===== config.mk =====
export PLATFORM = sky130hd
export DESIGN_NAME = gcov_round
export DESIGN_NICKNAME = d
export VERILOG_FILES = /design/src/design/gcov_pkg.sv /design/src/design/gcov_round.sv
export SDC_FILE = /design/constraint.sdc
export NUM_CORES = 1
export LEC_CHECK = 0
export BUFFER_PORTS_ARGS = -buffer_cell sky130_fd_sc_hd__buf_2
export CELL_PAD_IN_SITES_DETAIL_PLACEMENT = 0
export CELL_PAD_IN_SITES_GLOBAL_PLACEMENT = 2
export CORE_AREA = 8 8 387 389
export DETAILED_ROUTE_END_ITERATION = 7
export DIE_AREA = 0 0 395 397
export GPL_TIMING_DRIVEN = 0
export PLACE_DENSITY_LB_ADDON = 0.15
export SLEW_MARGIN = 0
export SYNTH_ARGS = -nofsm -noshare
export SYNTH_HDL_FRONTEND = slang
export SYNTH_SLANG_ARGS = --single-unit

===== constraint.sdc =====
create_clock -name clk -period 21.1 [get_ports clk]
set_clock_uncertainty 0.2 [all_clocks]
set_input_delay 4.22 -clock clk [delete_from_list [all_inputs] [get_ports clk]]
set_output_delay 4.22 -clock clk [all_outputs]
set_load 0.01 [all_outputs]

===== src/design/gcov_pkg.sv =====
// shared widths, entry maps, payload types and rotation helpers for the
// gaussian covariance pipeline; no dependencies
package gcov_pkg;

	localparam int SW    = 24;                 // scale, unsigned q8.16
	localparam int QW    = 16;                 // quaternion part, signed q1.15
	localparam int CW    = 48;                 // covariance entry, signed q24.24
	localparam int QPW   = 2 * QW;             // quaternion product
	localparam int RW    = QPW + 2;            // rotation entry, units of 2^-30
	localparam int RFRAC = 2 * (QW - 1);
	localparam int AW    = RW + SW;            // scaled rotation entry, units of 2^-46
	localparam int ALO   = AW / 2;             // low half of a split operand
	localparam int AHI   = AW - ALO;           // signed high half
	localparam int PPW   = 2 * AHI;            // signed partial product
	localparam int LLW   = 2 * ALO;            // low by low partial product
	localparam int SUMW  = 2 * AW + 4;         // exact sum of three products
	localparam int SFRAC = 16;                 // fraction bits of a scale
	localparam int CFRAC = 24;                 // fraction bits of a result
	localparam int SHIFT = 2 * (RFRAC + SFRAC) - CFRAC;
	localparam int RND_POS = SHIFT - 1;

	localparam int NDIM  = 3;
	localparam int NENT  = 6;
	localparam int NPROD = NENT * NDIM;

	// row and column of each upper-triangle entry: xx xy xz yy yz zz
	localparam int ENT_ROW [NENT] = '{0, 0, 0, 1, 1, 2};
	localparam int ENT_COL [NENT] = '{0, 1, 2, 1, 2, 2};

	localparam logic signed [RW:0]     ROT_ONE = (RW + 1)'(1) <<< RFRAC;
	localparam logic [SUMW-1:0]        RND_ADD = SUMW'(1) << RND_POS;
	localparam logic signed [CW-1:0]   POS_MAX = {1'b0, {(CW - 1){1'b1}}};
	localparam logic signed [CW-1:0]   NEG_MIN = {1'b1, {(CW - 1){1'b0}}};

	typedef struct packed {
		logic [SW-1:0]        scale_x;
		logic [SW-1:0]        scale_y;
		logic [SW-1:0]        scale_z;
		logic signed [QW-1:0] quat_real;
		logic signed [QW-1:0] quat_i;
		logic signed [QW-1:0] quat_j;
		logic signed [QW-1:0] quat_k;
	} gauss_t;

	typedef struct packed {
		logic signed [CW-1:0] cov_xx;
		logic signed [CW-1:0] cov_xy;
		logic signed [CW-1:0] cov_xz;
		logic signed [CW-1:0] cov_yy;
		logic signed [CW-1:0] cov_yz;
		logic signed [CW-1:0] cov_zz;
	} cov_t;

	typedef struct packed {
		logic [NDIM-1:0][SW-1:0]        scale;
		logic [NDIM*NDIM-1:0][RW-1:0]   rot;
	} rot_t;

	typedef logic [NDIM*NDIM-1:0][AW-1:0] amat_t;
	typedef logic [NENT-1:0][SUMW-1:0]    csum_t;

	// 1 - 2(a + b)
	function automatic logic [RW-1:0] rot_diag(input logic signed [QPW-1:0] a,
			input logic signed [QPW-1:0] b);
		logic signed [RW:0] t;
		t = ROT_ONE - (((RW + 1)'(a) + (RW + 1)'(b)) <<< 1);
		return t[RW-1:0];
	endfunction

	// 2(a + b) or 2(a - b); with every part at -1 this reaches 2^32
	function automatic logic [RW-1:0] rot_offd(input logic signed [QPW-1:0] a,
			input logic signed [QPW-1:0] b, input logic sub);
		logic signed [RW:0] t;
		if (sub) begin
			t = (RW + 1)'(a) - (RW + 1)'(b);
		end else begin
			t = (RW + 1)'(a) + (RW + 1)'(b);
		end
		t = t <<< 1;
		return t[RW-1:0];
	endfunction

endpackage


===== src/design/gcov_round.sv =====
// stage 7: round half up to q24.24, saturate, and hold the result for the sink
// depends on gcov_pkg
module gcov_round (
	input  logic            clk,
	input  logic            arst_n,
	input  logic            in_valid,
	output logic            in_ready,
	input  gcov_pkg::csum_t in_data,
	output logic            out_valid,
	input  logic            out_ready,
	output gcov_pkg::cov_t  out_data
);
	import gcov_pkg::*;

	logic valid_s7;
	logic en_s7;
	logic signed [CW-1:0] res_c [NENT];
	cov_t cov_c, cov_s7;

	assign en_s7    = !valid_s7 || out_ready;
	assign in_ready = en_s7;

	always_comb begin
		logic [SUMW-1:0]       t;
		logic [SUMW-SHIFT-1:0] q;
		for (int e = 0; e < NENT; e++) begin
			t = in_data[e] + RND_ADD;
			q = t[SUMW-1:SHIFT];
			// the bits above the result must all copy its sign
			if (q[SUMW-SHIFT-1:CW-1] == '0 || q[SUMW-SHIFT-1:CW-1] == '1) begin
				res_c[e] = q[CW-1:0];
			end else if (q[SUMW-SHIFT-1]) begin
				res_c[e] = NEG_MIN;
			end else begin
				res_c[e] = POS_MAX;
			end
		end
		cov_c.cov_xx = res_c[0];
		cov_c.cov_xy = res_c[1];
		cov_c.cov_xz = res_c[2];
		cov_c.cov_yy = res_c[3];
		cov_c.cov_yz = res_c[4];
		cov_c.cov_zz = res_c[5];
	end

	always_ff @(posedge clk or negedge arst_n) begin
		if (!arst_n) begin
			valid_s7 <= 1'b0;
		end else if (en_s7) begin
			valid_s7 <= in_valid;
		end
	end

	always_ff @(posedge clk) begin
		if (en_s7 && in_valid) begin
			cov_s7 <= cov_c;
		end
	end

	assign out_valid = valid_s7;
	assign out_data  = cov_s7;
endmodule


==> impl_metrics.yaml <==
synth:
  postSynthAreaPerCell_sq_um: 10.3
  synthesized_cell_area_sq_um: 16800
  post_synth_num_cell_types: 53
  synthesis.nets: 2362
  synth_async_sr_flop_share_pct: 0.346
  ys.warnings.count: 0
  ys_ff_latch: 289
  synth_cells: 1632
  sequential_fraction_of_the_synthesis_area_pct: 51.6
  synth-edff-count: 288
  ys_dominant_reg_cell: "edfxtp_1"
sta:
  final-max-slew-violation-count: 0
  setup_repair_after_global_routing_missed_its_margin: "no"
  timing.max_slew.rel_slack_pct: 36.0
  timing.final.crit_share_pct: 42.9
  achievable-frequency_mhz: 111
  finalHoldViolCount: 0
  totalNegativeSetupSlack_ns: 0
  timing.final.ws_setup_ns: 12.05
  final.min_clock_period_ns: 9.05
  finalSetupViolations: 0
  worst-slew-pin-transition_ns: 0.956
grt:
  number_of_antenna_violations_at_the_first_check_in_global_routing: 88
  first_pass_grt_wire_length_mm: 132
  grt_start_max_net_pins: 66
  track_usage_pct: 11.6
  via_count_of_the_first_global_routing_pass: 16400
  grt_overflow: 0
floorplan:
  floorplan.die.height_um: 397
  floorplan.die.width_um: 395
  placementRows: 140
  pin_count: 1014
  die-area_sq_um: 157000
  initial_core_util_pct: 11.6
  coreArea_sq_um: 144000
layout:
  most_frequent_cells_in_the_layout: "630 x buf_2, 288 x edfxtp_1, 247 x o21ai_0, 163 x xor2_1, 140 x xnor2_1"
  area_occupied_by_multi_input_gates_sq_um: 7660
  postLayoutCoreUtil_pct: 16.7
  layout_commonest_cell: "buf_2"
  layout.filler_cells: 16200
  finalNetCount: 3025
  register_area_sq_um: 8670
  share_of_post_route_cells_with_drive_strength_above_1_pct: 31.6
  final_design_area_no_fill_sq_um: 24100
  synth_to_layout_area_growth_pct: 43.6
clock_tree:
  clk_transition_reported_paths_ns: 0.05
  clk_root_buffer_cell: "clkbuf_16"
  cts-root-to-sink-buffers: 3
  postCtsSetupRepairBufs: 0
  total_of_cells_resized_after_clock_tree_synthesis: 0
  h-tree-depth: 2
  tritoncts: "yes"
  clk-insertion-delay-late_ns: 0.62
  tritoncts.num_buffers: 45
  hold_buffers: 0
  clock-sinks: 289
critical_path:
  worst-setup-path-type: "input pin to output pin"
  timing.rr.end: "out_data[127]"
  startpoint_type: "input pin"
  cp.required_ns: 16.68
  arrival_ns: 4.63
  worst-r2r-setup-slack_ns: 18.13
  r2r_cells: 6
  end_kind: "output pin"
  reg2reg_from: "out_valid"
  cp_max_fo: 3
hold_path:
  hold_end: "out_valid"
  min_path_cells: 2
  timing.hold.worst.class: "flip-flop to flip-flop"
  beginning_of_the_worst_hold_path: "out_valid"
routing:
  first_pass_iters: 7
  remaining_drc_errors: 0
  drt-total-wl_mm: 95.6
  detailroute.via_count: 15800
  wire_per_inst_um: 22.4
  detail_route.vias_per_cell: 3.69
  ant_nets: 0
  drt_iter0_markers: 762
power:
  vdd.ir_drop.worst_uv: 55.1
  finalPower_mw: 1.78
  leakage_nw: 8.21
  p_per_area_nw_per_um2: 73.9
placement:
  gp_congestion: 0.789
  numPortBuffers: 611
  place_hpwl_mm: 80.4
  dpl-instance-area_sq_um: 22400
  pre_cts_setup_slack_ns: 11.78
run:
  drv.max_cap_violation_count: 0
run_status:
  result_of_the_run: "completed"
==> layer usage <==
metal | GRT usage [%] | share of wire (%)
met4 | 2.48 | 1.9
met5 | 0 | 0.58
met3 | 6.84 | 12
met1 | 14.7 | 44
met2 | 17.0 | 41
==> registers in the layout (all words and copies together), names as in the netlist <==
name and count:
out_data 288, out_valid 1
==> cell usage after synthesis, drive strengths merged (2+ instances only) <==
cell / instances / area, sq um
edfxtp: 288 / 8650
o21ai: 279 / 1400
xor2: 163 / 1430
xnor2: 140 / 1230
nand2: 135 / 507
nand3: 120 / 601
nor2: 93 / 349
nand4: 83 / 526
clkbuf: 54 / 209
and3: 51 / 319
nor3: 41 / 220
and4: 39 / 342
inv: 29 / 109
buf: 24 / 159
nor4: 24 / 193
and2: 15 / 93.8
ha: 6 / 75.1
a21oi: 4 / 20.0
or2: 4 / 25.0
or3: 4 / 25.0
or4: 4 / 33.8
a31oi: 3 / 18.8
nand2b: 3 / 18.8
nor4b: 3 / 26.3
o41a: 3 / 33.8
a41o: 2 / 20.0
nor3b: 2 / 15.0
o21bai: 2 / 15.0
==> cell type report <==
class	instances	area share [%]
inverters	29	0.451
plain buffers	78	1.53
repair buffers	616	13.3
flip-flops and latches	289	36.0
clock inverters	34	2.04
clock buffers	49	4.73
diodes	31	0.322
well taps	1917	9.95
multi-input cells	1236	31.8
==> critical path: stages <==
cell	delay [ns]
buf_2	0.09
nand2b_1	0.16
buf_2	0.15
==> per-stage QoR <==
stage | std cells | hold slack, ns
6_report | 4279 | 0.336
5_1_grt | 4257 | 0.390
4_1_cts | 4248 | 0.352
3_5_place_dp | 4165 | 0.338
3_3_place_gp | 4160 | 0.298
2_1_floorplan | 1632 | 0.422
==> power by group <==
| part | internal (mW) | switching (mW) | total, mW |
|---|---|---|---|
| Clock | 0.519 | 0.328 | 0.847 |
| Sequential | 0.678 | 0.0111 | 0.689 |
| Combinational | 0.0842 | 0.162 | 0.246 |
| Total | 1.28 | 0.501 | 1.78 |
==> kinds of logic (layout without fill, tap and decap cells) <==
logic type / after synthesis / count (layout) / share of synthesized area, %
fa+ha+maj: 6 / 6 / 0.447
xor+xnor: 303 / 303 / 15.8
other cells: 0 / 31 / 0
compound gates: 300 / 300 / 9.34
flops: 289 / 289 / 51.6
simple gates: 626 / 626 / 19.9
buf+inv: 107 / 806 / 2.84
mux: 1 / 1 / 0.0596
==> how the worst max path moves through the flow <==
stage / endpoint / slack, ns / depth (start not counted) / from
5_1_grt: in_ready / 12.02 / 3 / out_ready
3_5_place_dp: out_data[268] / 11.78 / 10 / in_data[70]
6_report: in_ready / 12.05 / 3 / out_ready
4_1_cts: in_ready / 12.04 / 3 / out_ready
3_3_place_gp: out_data[115] / 4.62 / 3 / out_ready
2_1_floorplan: out_data[0] / 9.23 / 2 / out_ready
Power figures use the tool's default switching activity.
